<file path="src/design/spwm_sqrt_pipe.sv">
module spwm_sqrt_pipe #(
    parameter int VW   = 56,
    parameter int STEP = 2
) (
    input  logic              clk,
    input  logic              en,
    input  logic [VW-1:0]     v,
    output logic [VW/2-1:0]   root
);

    localparam int IT = VW / 2;
    localparam int NS = (IT + STEP - 1) / STEP;

    logic [VW-1:0] v_reg    [NS];
    logic [VW-1:0] res_reg  [NS];
    logic [VW-1:0] v_next   [NS];
    logic [VW-1:0] res_next [NS];

    // Digit-by-digit square root, STEP result bits per stage.
    always_comb
    begin
        logic [VW-1:0] a;
        logic [VW-1:0] res;
        logic [VW-1:0] b;
        logic [VW-1:0] tr;
        for (int s = 0; s < NS; s++)
        begin
            if (s == 0)
            begin
                a   = v;
                res = '0;
            end
            else
            begin
                a   = v_reg[s-1];
                res = res_reg[s-1];
            end
            for (int i = 0; i < STEP; i++)
            begin
                if (s * STEP + i < IT)
                begin
                    b  = VW'(1) << (VW - 2 - 2 * (s * STEP + i));
                    tr = res + b;
                    if (a >= tr)
                    begin
                        a   = a - tr;
                        res = (res >> 1) + b;
                    end
                    else
                    begin
                        res = res >> 1;
                    end
                end
            end
            v_next[s]   = a;
            res_next[s] = res;
        end
    end

    always_ff @(posedge clk)
    begin
        if (en)
        begin
            for (int s = 0; s < NS; s++)
            begin
                v_reg[s]   <= v_next[s];
                res_reg[s] <= res_next[s];
            end
        end
    end

    assign root = res_reg[NS-1][IT-1:0];

endmodule

</file>
<file path="config.mk">
export PLATFORM = sky130hd
export DESIGN_NAME = spwm_sqrt_pipe
export DESIGN_NICKNAME = d
export VERILOG_FILES = /design/src/design/spwm_sqrt_pipe.sv
export SDC_FILE = /design/constraint.sdc
export NUM_CORES = 2
export LEC_CHECK = 0
export BUFFER_PORTS_ARGS = -buffer_cell sky130_fd_sc_hd__buf_2
export CAP_MARGIN = 20
export CELL_PAD_IN_SITES_DETAIL_PLACEMENT = 1
export CELL_PAD_IN_SITES_GLOBAL_PLACEMENT = 2
export CORE_MARGIN = 2
export CORE_UTILIZATION = 39
export DETAILED_ROUTE_END_ITERATION = 7
export PLACE_DENSITY = 0.8
export SYNTH_ARGS = -nofsm -noshare
export SYNTH_HDL_FRONTEND = slang
export SYNTH_SLANG_ARGS = --single-unit
export TNS_END_PERCENT = 30
</file>
<file path="constraint.sdc">
create_clock -name clk -period 6.45 [get_ports clk]
set_clock_uncertainty 0.05 [all_clocks]
set_input_delay 0 -clock clk [delete_from_list [all_inputs] [get_ports clk]]
set_output_delay 0 -clock clk [all_outputs]
set_load 0.01 [all_outputs]
</file>
; ---- Yosys cells after proc, flatten, opt, wreduce, memory -nomap -nowiden
; Memory sizes are Yosys's and may differ from the RTL's.
; Cells that the tools add are included.
[word_totals]
regBits = 0
latchBits = 0
output_inout_bits = 28
mem_bits_rw = 1568
word_cells = 170
romBits = 0
memories = 2
[op_classes]
n_reduce_logical = 0
n_eq_ne = 0
n_bitwise = 0
n_shift = 0
n_lt_le_gt_ge = 28
mux = 58
add_sub_neg = 82
div_mod_pow = 0
multipliers = 0
[mem_list]
columns = memory, depth, width, rd, rd_ports_with_merged_regs, wr, line_no
row1 = res_reg, 14, 56, 14, 0, 14, 15  ; logic [VW-1:0] res_reg [NS];
row2 = v_reg, 14, 56, 13, 0, 14, 14  ; logic [VW-1:0] v_reg [NS];
[op_table]
columns = op, count
row1 = $mux W56, 55
row2 = $ge A56 B56 Y1, 27
row3 = $sub A56 B56 Y56, 27
row4 = $add A55 B1 Y56 const B, 1
row5 = $add A55 B11 Y56 const B, 1
row6 = $add A55 B13 Y56 const B, 1
row7 = $add A55 B15 Y56 const B, 1
row8 = $add A55 B17 Y56 const B, 1
row9 = $add A55 B19 Y56 const B, 1
row10 = $add A55 B21 Y56 const B, 1
row11 = $add A55 B23 Y56 const B, 1
row12 = $add A55 B25 Y56 const B, 1
row13 = $add A55 B27 Y56 const B, 1
row14 = $add A55 B29 Y56 const B, 1
row15 = $add A55 B3 Y56 const B, 1
row16 = $add A55 B31 Y56 const B, 1
row17 = $add A55 B33 Y56 const B, 1
row18 = $add A55 B35 Y56 const B, 1
row19 = $add A55 B37 Y56 const B, 1
row20 = $add A55 B39 Y56 const B, 1
row21 = $add A55 B41 Y56 const B, 1
row22 = $add A55 B43 Y56 const B, 1
row23 = $add A55 B45 Y56 const B, 1
row24 = $add A55 B47 Y56 const B, 1
row25 = other kinds (37), 38

; ---- Longest topological paths before layout
[depth]
ltp_word = 6
ltp_mapped = 30
ltp_nobuf = 27

; ---- Worst setup path before layout
; Ideal clock, no wire load.
[synth_timing]
path_kind = reg-to-reg
start = memory v_reg[9][28], in the netlist v_reg[1][84]
end = memory v_reg[10][55], in the netlist v_reg[1][167] (data pin)
setup_ns = 0.261
arrival_ns = 6.082
n_path_buf = 7
path_slack_ns = 0.057
synth_period_minus_slack_ns = 6.393
stages_incl_launch_ff = 30
cell_sequence = edfxtp_1 -> ha_1 -> clkbuf_1 -> and4_1 -> nand3_1 -> or4_1 -> nand4_1 -> or2_2 -> buf_2 -> buf_1 -> buf_1 -> nor2_1 -> a21oi_1 -> ha_1 -> clkbuf_1 -> a21o_1 -> a21o_1 -> a21oi_1 -> o21bai_1 -> a41oi_1 -> a21oi_1 -> a211oi_1 -> nor3b_1 -> nand3_1 -> nand4bb_1 -> buf_2 -> and4_1 -> clkbuf_1 -> and4_1 -> xnor2_1
[synth_lines]
columns = item, line_no
row1 = start: declaration, 14

==> flow_summary.toml <==
[status]
status = "complete, no violations"

[clock_tree]
clock-root-buffer = "clkbuf_16"
htreeDepth = 3
numCtsBuffers = 106
clock_latency_ns = 0.75
path_clk_slew_ns = 0.07
cts_tree = "built"
cts.sinks = 938
cts_buffer_depth = 3

[routing]
drtAntennaViolNets = 0
drc = 0
num_vias = 51100
drtIter0Drc = 3494
vias_per_cell = 5.66
first_pass_iters = 5
routedWlPerCell_um = 22.6
wl_mm = 204

[global_routing]
grt_max_degree = 189
grt_first_pass_wirelength_mm = 314
grt_usage = 0.243
antenna_found_initial = 5
grt_pass1_vias = 53100
grt-ovfl-total = 0

[sta]
period_share = 0.963
fin_crit_ns = 6.21
rsz0062_at_grt = "yes"
finalHoldViolCount = 0
max_freq_mhz = 161
postLayoutSetupSlackWorst_ns = 0.239
setup_viol = 0
report.final.slew_viol_count = 0
worstMarginPinSlew_ns = 1.23
slew_headroom = 0.177

[cells_and_area]
fillers = 18000
fin_nets = 7275
largest_register_ff_count = 728
synthToLayoutAreaGrowth_pct = 15.2
drive_gt1_frac = 0.100

[worst_setup_path]
cp-start-kind = "flip-flop"
end_kind = "flip-flop"
criticalPathCategory = "flip-flop to flip-flop"
worstPathMaxFanout = 32
arrival_ns = 6.59
critPathRequiredTime_ns = 6.83

[floorplanning]
start_util = 0.393
die_w_um = 406
die-area_um2 = 165000
core_area_um2 = 161000
pin_count = 86
rows = 147
chipHeight_um = 406

[flow_run]
maxCapViolCount = 0

[synth]
synthFlopType = "edfxtp_1"
ys_ff_latch = 938
ys_types = 114
synth_edf_count = 938
yosysTopAreaCellShare = 0.446
yosysWarnings = 0
netlist_top_cells_count = "938 x edfxtp_1, 575 x nor2_1, 520 x nand2_1"
seq_area_frac_synth = 0.446
netlist_instances = 6372
syn_avg_cell_area_um2 = 9.90
synth_most_common_cell = "edfxtp_1"
synthArstFlopShare = 0
yosysTopAreaCell = "edfxtp_1"
synth_area_um2 = 63100
synthTopCellsByArea = "edfxtp_1 45%, ha_1 8.8%, xnor2_1 5.4%"
synth_fp_nets = 6875

[power_and_ir_drop]
power_density_nw_per_um2 = 398
power_uw = 28900
ir_drop_mv = 0.266
p_leak_uw = 0.0283

[worst_hold_path]
hp-class = "input pin to flip-flop"

[place]
io_buffers = 85
hpwl_mm = 157
pre_cts_ws_ns = 0.0357
place_congestion = 0.928
[worst max-delay path, cell delays in order (launching register included)]
cell and delay (ns):
edfxtp_1 0.45, or3_4 0.44, or3_1 0.39, or4_1 0.52, or3_1 0.41, or2_1 0.27, buf_12 0.18, a21oi_1 0.21
ha_1 0.28, a21o_1 0.20, a21oi_1 0.17, nor2b_1 0.08, o21a_1 0.17, o21ai_1 0.17, a21o_1 0.15, a21oi_1 0.07
a211o_1 0.29, or3_4 0.41, nor4b_4 0.40, inv_6 0.17, nand2b_1 0.16, nor4_1 0.08, xnor2_1 0.17
[path summary, 6_finish.rpt]
check	slack, ns	startpoint	cells after the start	endpoint
worst max-delay path	0.24	v_reg[1][47]	22	v_reg[1][102]
worst min-delay path	0.30	v[54]	4	v_reg[0][54]
worst max register to register	0.24	v_reg[1][47]	22	v_reg[1][102]
worst min register to register	0.38	v_reg[0][354]	0	v_reg[0][410]
[layer usage]
| metal | global-route usage | wire [um] |
|---|---|---|
| met5 | 0 | 0 |
| met3 | 0.0272 | 6930 |
| met4 | 0.0678 | 5620 |
| met2 | 0.432 | 102000 |
| met1 | 0.310 | 89100 |
[per-stage QoR]
stage | TNS, ns | std cells | area [um^2] | util | hold WS (ns)
finish | 0 | 9026 | 72600 | 0.452 | 0.299
global route | -0.233 | 9024 | 72600 | 0.452 | 0.300
CTS | 0 | 9015 | 72300 | 0.450 | 0.211
detailed placement | 0 | 8706 | 67600 | 0.421 | 0.146
global placement | 0 | 8706 | 67600 | 0.421 | 0.143
floorplan | 0 | 6372 | 63100 | - | 0.0489
[timing repair]
item,CTS,global route
endpoints found under the hold margin,145,0
gates resized for setup,0,62
setup endpoints to repair,0,130
hold buffers,112,0
setup buffers,0,4
[cell type report]
| type | instances | area (um^2) | share of cell area |
|---|---|---|---|
| clock buffer | 122 | 2710 | 0.0373 |
| inverter | 391 | 1480 | 0.0204 |
| sequential | 938 | 28200 | 0.388 |
| clock inverter | 75 | 903 | 0.0124 |
| tap | 2160 | 2700 | 0.0372 |
| timing repair buffer | 454 | 3640 | 0.0501 |
| multi-input combinational | 4881 | 33000 | 0.455 |
| antenna | 5 | 12.5 | 0.000172 |
[cells by family (layout without fill, tap and decap cells)]
logic type / Yosys count / in the layout / synth area share
mux: 68 / 68 / 0.0118
simple gates: 2182 / 2182 / 0.174
xor+xnor: 622 / 622 / 0.0865
other cells: 0 / 5 / 0
fa+ha+maj: 445 / 445 / 0.0883
buf+inv: 553 / 1042 / 0.0340
flops: 938 / 938 / 0.446
compound gates: 1564 / 1564 / 0.159
[power by group]
| part | total, uW | internal, uW | leakage (uW) | switching [uW] |
|---|---|---|---|---|
| Combinational | 13300 | 5410 | 0.0176 | 7860 |
| Clock | 6330 | 3610 | 0.00174 | 2720 |
| Sequential | 9290 | 8280 | 0.00897 | 1010 |
| Total | 28900 | 17300 | 0.0283 | 11600 |
[layout by cell type, fill, tap and decap left out, drive strengths merged, types with 31 or more instances in the layout]
cell	count
nor4	160
o21a	85
o31ai	55
o21ai	305
or4	32
and4	31
buf	341
nand2b	78
ha	445
o211ai	33
o21bai	55
and2	33
a211oi	36
or3	67
a31oi	43
nand4	121
a21oi	518
xor2	231
inv	390
dlygate4sd3	112
and3	50
nand2	521
clkbuf	123
nor3	161
nor2b	60
a21o	178
nand3	159
mux2	51
clkinv	54
nor2	577
xnor2	391
a21boi	33
edfxtp	938
No activity file was read; power rests on OpenSTA's default activity.
