## src/design/spwm_div_pipe.sv

```systemverilog
module spwm_div_pipe #(
    parameter int N    = 32,
    parameter int DW   = 16,
    parameter int STEP = 4
) (
    input  logic          clk,
    input  logic          en,
    input  logic [N-1:0]  dividend,
    input  logic [DW-1:0] divisor,
    output logic [N-1:0]  quot,
    output logic [DW-1:0] rem
);

    localparam int NS = (N + STEP - 1) / STEP;
    localparam int NP = NS * STEP;

    logic [DW-1:0] rem_reg  [NS];
    logic [NP-1:0] dq_reg   [NS];
    logic [DW-1:0] dv_reg   [NS];
    logic [DW-1:0] rem_next [NS];
    logic [NP-1:0] dq_next  [NS];

    // Restoring division, STEP quotient bits per stage. The dividend shifts
    // out of the top of dq while quotient bits shift in at the bottom.
    always_comb
    begin
        logic [DW:0]   part;
        logic [DW-1:0] r;
        logic [NP-1:0] dq;
        logic [DW-1:0] dv;
        for (int s = 0; s < NS; s++)
        begin
            if (s == 0)
            begin
                r  = '0;
                dq = NP'(dividend);
                dv = divisor;
            end
            else
            begin
                r  = rem_reg[s-1];
                dq = dq_reg[s-1];
                dv = dv_reg[s-1];
            end
            for (int i = 0; i < STEP; i++)
            begin
                part = {r, dq[NP-1]};
                dq   = {dq[NP-2:0], 1'b0};
                if (part >= {1'b0, dv})
                begin
                    part  = part - {1'b0, dv};
                    dq[0] = 1'b1;
                end
                r = part[DW-1:0];
            end
            rem_next[s] = r;
            dq_next[s]  = dq;
        end
    end

    always_ff @(posedge clk)
    begin
        if (en)
        begin
            for (int s = 0; s < NS; s++)
            begin
                rem_reg[s] <= rem_next[s];
                dq_reg[s]  <= dq_next[s];
                dv_reg[s]  <= (s == 0) ? divisor : dv_reg[s-1];
            end
        end
    end

    assign quot = dq_reg[NS-1][N-1:0];
    assign rem  = rem_reg[NS-1];

endmodule

```

## config.mk

```make
export PLATFORM = sky130hd
export DESIGN_NAME = spwm_div_pipe
export DESIGN_NICKNAME = d
export VERILOG_FILES = /design/src/design/spwm_div_pipe.sv
export SDC_FILE = /design/constraint.sdc
export NUM_CORES = 2
export LEC_CHECK = 0
export ABC_AREA = 1
export BUFFER_PORTS_ARGS = -buffer_cell sky130_fd_sc_hd__buf_2
export CAP_MARGIN = 25
export CORE_MARGIN = 8
export CORE_UTILIZATION = 45
export DETAILED_ROUTE_END_ITERATION = 8
export GPL_ROUTABILITY_DRIVEN = 0
export GPL_TIMING_DRIVEN = 0
export SYNTH_ARGS = -nofsm -noshare
export SYNTH_HDL_FRONTEND = slang
export SYNTH_SLANG_ARGS = --single-unit
```

## constraint.sdc

```tcl
create_clock -name clk -period 7.2 [get_ports clk]
set_input_delay 1.44 -clock clk [delete_from_list [all_inputs] [get_ports clk]]
set_output_delay 1.44 -clock clk [all_outputs]
set_load 0.1 [all_outputs]
```

# Word-level counts from Yosys, hierarchy flattened
# Memories as Yosys holds them, arrays and structs flattened.
# Cells that the tools add are included.
[totals]
register_bits = 0
mem_bits_rw = 512
inputBits = 50
memories = 3
[classes]
addsub = 32
n_lt_le_gt_ge = 32
n_mux = 66
[mem_list]
columns = ["memory", "depth", "word_bits", "read_ports", "rd_ports_with_merged_regs", "write_ports", "line", "rtl"]
rows = [
  ["dq_reg", 8, 32, 8, 0, 8, "18", "logic [NP-1:0] dq_reg [NS];"],
  ["dv_reg", 8, 16, 7, 0, 8, "19", "logic [DW-1:0] dv_reg [NS];"],
  ["rem_reg", 8, 16, 8, 0, 8, "17", "logic [DW-1:0] rem_reg [NS];"],
]
[op_table]
columns = ["operator", "n"]
rows = [
  ["$ge A17 B16 Y1", 31],
  ["$mux W16", 32],
  ["$sub A16 B16 Y16", 31],
  ["$mux W1", 34],
  ["$ge A1 B16 Y1", 1],
  ["$sub A1 B16 Y16", 1],
]

# Depth between registers and ports, before layout
[logic_depth]
depth_word = 8
ltp_mapped = 56
mapped_depth_nobuf = 53

# Worst setup path after synthesis
# OpenSTA, ideal clock, no wires.
[synth_timing]
path_type = "input-to-reg"
startpoint = "input dividend[31]"
endpoint = "memory rem_reg[0][13], data pin"
arrival_ns = 7.511
setup_slack_ns = -0.571
cell_stages = 43
path_cell_list = "inv_1 ha_1 inv_1 ha_1 inv_1 o21ai_1 nand3_1 nor3_4 o21ai_0 ha_1 nand3_1 nand2_1 a21oi_1 o21ai_1 nand2_1 nand2_1 nand2_1 nand2_4 [7 not listed] nand2_1 a21oi_1 nand3_2 buf_6 o21ai_0 inv_1 ha_1 nand2_1 o211ai_1 nand2_1 o211ai_1 nand2_1 nand3_1 a221oi_1 nand3_2 buf_2 nand2_1 o21ai_0"
[synth_lines]
columns = ["element", "line", "rtl"]
rows = [
  ["from (decl)", "8", "input logic [N-1:0] dividend,"],
  ["to (decl)", "17", ""],
]

==> flow_summary.yaml <==
synth:
  yosys.area.top_type: "sky130_fd_sc_hd__edfxtp_1"
  postSynthRegisterBits: 496
  synth_area_sq_mm: 0.04690
  synthCells: 6178
  synth.avg_cell_area_sq_um: 7.591
  synth-edff-count: 496
  synthesis.yosys.warnings: 0
  synth.lib_cells_used.distinct: 61
  synth_top_cells_by_area: "sky130_fd_sc_hd__edfxtp_1, sky130_fd_sc_hd__nand2_1, sky130_fd_sc_hd__ha_1, sky130_fd_sc_hd__inv_1, sky130_fd_sc_hd__nand3_1"
  synthArstFlopShare_pct: 0
  netlist.area_leader.share_pct: 31.76
  synth_sequential_area_ratio_pct: 31.76
  synth_fp_nets: 6757
  synth-main-ff-cell: "sky130_fd_sc_hd__edfxtp_1"
critical_path:
  critical_path_class: "flop to flop"
  timing.reg2reg.worst_path_depth: 53
  source_of_the_worst_register_to_register_timing_path: "dv_reg[5][1]"
  crit_end: "rem_reg[1][39]"
  r2r_setup_slack_ns: -0.05
  path_max_fanout: 8
  cp.required_ns: 7.62
  timing.critical_path.slowest_stage_cell: "sky130_fd_sc_hd__edfxtp_1"
  worstPathArrival_ns: 7.68
  max_stage_delay_ns: 0.49
  crit_cells: 53
  most_used_cell_along_the_critical_path: "sky130_fd_sc_hd__nand2_2"
  cp.buffers_inverters: 9
  startpoint_type: "flop"
  crit_start: "dv_reg[5][1]"
  critical_path.top_delay_family: "simple AND/OR/NAND/NOR gates"
  setup.worst_path.end_class: "flop"
  reg2reg_to: "rem_reg[1][39]"
flow_run:
  cap_violations: 0
clock_tree:
  cts_max_level: 2
  clk-insertion-delay-late_ns: 0.67
  cts_tree: "built"
  num_cts_buffers: 58
  cts-root-buf: "sky130_fd_sc_hd__clkbuf_16"
  cts_buffer_depth: 3
  cts_num_sinks: 496
  clk_transition_reported_paths_ns: 0.06
layout:
  area.growth.synth_to_final_pct: 43.29
  finalCoreUtilization_pct: 64.93
  design_area_sq_mm: 0.06720
  num-fill-cells: 8103
  largest_register_ff_count: 256
  final_nets: 7689
  num_antenna_cells: 0
  final_layout_size_suffix_gt1_share_pct: 38.01
global_routing:
  first_global_vias: 42430
  grt_max_degree: 111
  grt_util_met1_pct: 31.55
  grt_busiest_layer: "met2"
  antenna_found_initial: 1
  grt.met2_usage_pct: 39.91
  grt_first_pass_wirelength_microns: 224300
  all_layer_gr_usage_pct: 23.69
  globalRouteOverflowTotal: 0
  grt.met3_usage_pct: 2.498
sta:
  final_worst_slack_ns: -0.05348
  rsz0062_at_grt: "true"
  number_of_hold_violations_in_the_final_report: 0
  achievable-frequency_mhz: 137.9
  finalMaxSlewViolations: 0
  final_min_period_over_clock_period_pct: 100.7
  period_needed_ns: 7.253
  finalSetupViolCount: 20
  worst_pin_slew_ns: 0.8638
  slew-limit-headroom_pct: 42.41
  final.setup_skew_ns: 0.03002
status:
  status: "finished, violations left"
  failed_checks: "negative setup slack"
routing:
  drt_pass1_iterations: 6
  drt_first_iter_violations: 3956
  drc: 0
  routed_via_density: 5.515
  via_count: 47090
  drt-total-wl_microns: 158800
  routedWlPerCell_microns: 18.60
  antenna_left: 0
placed_design:
  place.port_buffers: 97
  dpl.hpwl_microns: 104200
  placedInstanceArea_sq_mm: 0.04933
floorplanning:
  die-height_microns: 338.8
  row_count: 118
  die_width_microns: 338.8
  io-pin-count: 98
  die_footprint_sq_mm: 0.1148
  design.core.area_sq_mm: 0.1035
  start_util_pct: 45.31
hold_path:
  worstHoldPathType: "flop to flop"
## worst min-delay path by stage
stage / start / end / slack (ns) / cells past startpoint
after floorplan: dq_reg[0][64] / dq_reg[0][100] / 0.40 / 0
after global placement: dq_reg[1][89] / dq_reg[1][125] / 0.40 / 0
after detailed placement: dq_reg[0][81] / dq_reg[0][117] / 0.40 / 0
after CTS: dq_reg[0][114] / dq_reg[1][22] / 0.40 / 0
after global routing: dq_reg[0][114] / dq_reg[1][22] / 0.41 / 0
final: dq_reg[0][114] / dq_reg[1][22] / 0.40 / 0
## Yosys cell counts, types with 10 or more instances
library cell,instances
sky130_fd_sc_hd__a21boi_0,11
sky130_fd_sc_hd__a21o_1,30
sky130_fd_sc_hd__a21oi_1,415
sky130_fd_sc_hd__a21oi_2,17
sky130_fd_sc_hd__a31oi_1,32
sky130_fd_sc_hd__buf_2,41
sky130_fd_sc_hd__buf_4,58
sky130_fd_sc_hd__buf_6,27
sky130_fd_sc_hd__edfxtp_1,496
sky130_fd_sc_hd__fa_1,31
sky130_fd_sc_hd__ha_1,498
sky130_fd_sc_hd__inv_1,719
sky130_fd_sc_hd__inv_2,38
sky130_fd_sc_hd__nand2_1,1927
sky130_fd_sc_hd__nand2_2,47
sky130_fd_sc_hd__nand2_4,14
sky130_fd_sc_hd__nand3_1,523
sky130_fd_sc_hd__nand3_2,23
sky130_fd_sc_hd__nand3_4,10
sky130_fd_sc_hd__nand3b_1,19
sky130_fd_sc_hd__nand4_1,57
sky130_fd_sc_hd__nor2_1,280
sky130_fd_sc_hd__nor2_2,14
sky130_fd_sc_hd__nor2_4,12
sky130_fd_sc_hd__nor3_1,40
sky130_fd_sc_hd__nor4_1,13
sky130_fd_sc_hd__o211ai_1,11
sky130_fd_sc_hd__o21a_1,15
sky130_fd_sc_hd__o21ai_0,234
sky130_fd_sc_hd__o21ai_1,36
sky130_fd_sc_hd__o21bai_1,19
sky130_fd_sc_hd__or2_2,14
sky130_fd_sc_hd__xnor2_1,157
sky130_fd_sc_hd__xor2_1,219
## kinds of logic after synthesis
group / count (synthesis) / share of synthesized area [%]
DFF: 496 / 31.76
adders and majority gates: 529 / 14.61
buffers and inverters: 896 / 8.177
xor gates and xnor gates: 376 / 7.022
AOI/OAI and AO/OA: 855 / 10.11
and+or+nand+nor: 3026 / 28.32
## per-layer routing
layer | wire, microns | up-vias
met5 | 14 | -
met4 | 6969 | 2
met3 | 9997 | 448
met2 | 75660 | 1906
met1 | 66120 | 22210
li1 | - | 22520
## metrics by stage
stage / setup WS [ns] / cells / hold WS [ns] / setup TNS, ns
floorplan: 0.0006777 / 6178 / 0.4003 / 0
global placement: -3.069 / 7655 / 0.4006 / -1678.38
detailed placement: -1.963 / 7659 / 0.4045 / -221.07
CTS: -0.0002638 / 8110 / 0.4027 / -0.0002638
global route: -0.3871 / 8538 / 0.4061 / -26.75
finish: -0.05348 / 8538 / 0.4015 / -0.5522
## worst register-to-register path: cells and delay by family (launching register included)
family,cells,cell delay [ns]
AO/OA/AOI/OAI,10,1.37
adder cells (fa/ha/maj),4,1.08
buffers and inverters,9,1.24
flip-flops,1,0.49
AND/OR/NAND/NOR,30,2.83
## cell type report
type	count	area, sq um	share of cell area, %
Buffer	129	1370	2.039
Sequential cell	496	14890	22.16
Timing Repair Buffer	872	7137	10.62
Timing Repair inverter	1	7.507	0.01117
Multi-Input combinational cell	4789	37010	55.07
Clock buffer	69	1493	2.221
Inverter	763	3216	4.785
Clock inverter	39	350.3	0.5213
Tap cell	1380	1727	2.569
## placed cells by master, fill, tap and decap left out, types with 32 or more instances in the layout
cell type	instances
sky130_fd_sc_hd__nand2_4	89
sky130_fd_sc_hd__buf_8	32
sky130_fd_sc_hd__o21ai_1	53
sky130_fd_sc_hd__buf_6	65
sky130_fd_sc_hd__nand3_1	445
sky130_fd_sc_hd__xnor2_1	153
sky130_fd_sc_hd__inv_1	545
sky130_fd_sc_hd__nor2_1	222
sky130_fd_sc_hd__ha_1	130
sky130_fd_sc_hd__clkbuf_16	77
sky130_fd_sc_hd__a21oi_1	263
sky130_fd_sc_hd__nor2_2	42
sky130_fd_sc_hd__nor2_4	42
sky130_fd_sc_hd__nand2_2	345
sky130_fd_sc_hd__inv_4	52
sky130_fd_sc_hd__nand3_2	88
sky130_fd_sc_hd__ha_4	341
sky130_fd_sc_hd__o21ai_4	51
sky130_fd_sc_hd__edfxtp_1	496
sky130_fd_sc_hd__o21ai_0	92
sky130_fd_sc_hd__o21ai_2	77
sky130_fd_sc_hd__inv_2	122
sky130_fd_sc_hd__buf_2	109
sky130_fd_sc_hd__nand4_1	57
sky130_fd_sc_hd__buf_4	744
sky130_fd_sc_hd__nand2_1	1551
sky130_fd_sc_hd__a21oi_2	128
sky130_fd_sc_hd__xor2_1	216
sky130_fd_sc_hd__a21oi_4	42
## what timing repair did
action | CTS | global route
gates resized for setup | 774 | 1353
endpoints found under the setup margin | 136 | 136
pin swaps | 186 | 538
hold endpoints to repair | 0 | 0
setup buffers | 328 | 408
hold buffers | 0 | 0
gates cloned | 16 | 25
Power is not shown: default switching activity piles up to over one toggle a cycle in this logic, so the estimate is an artifact.
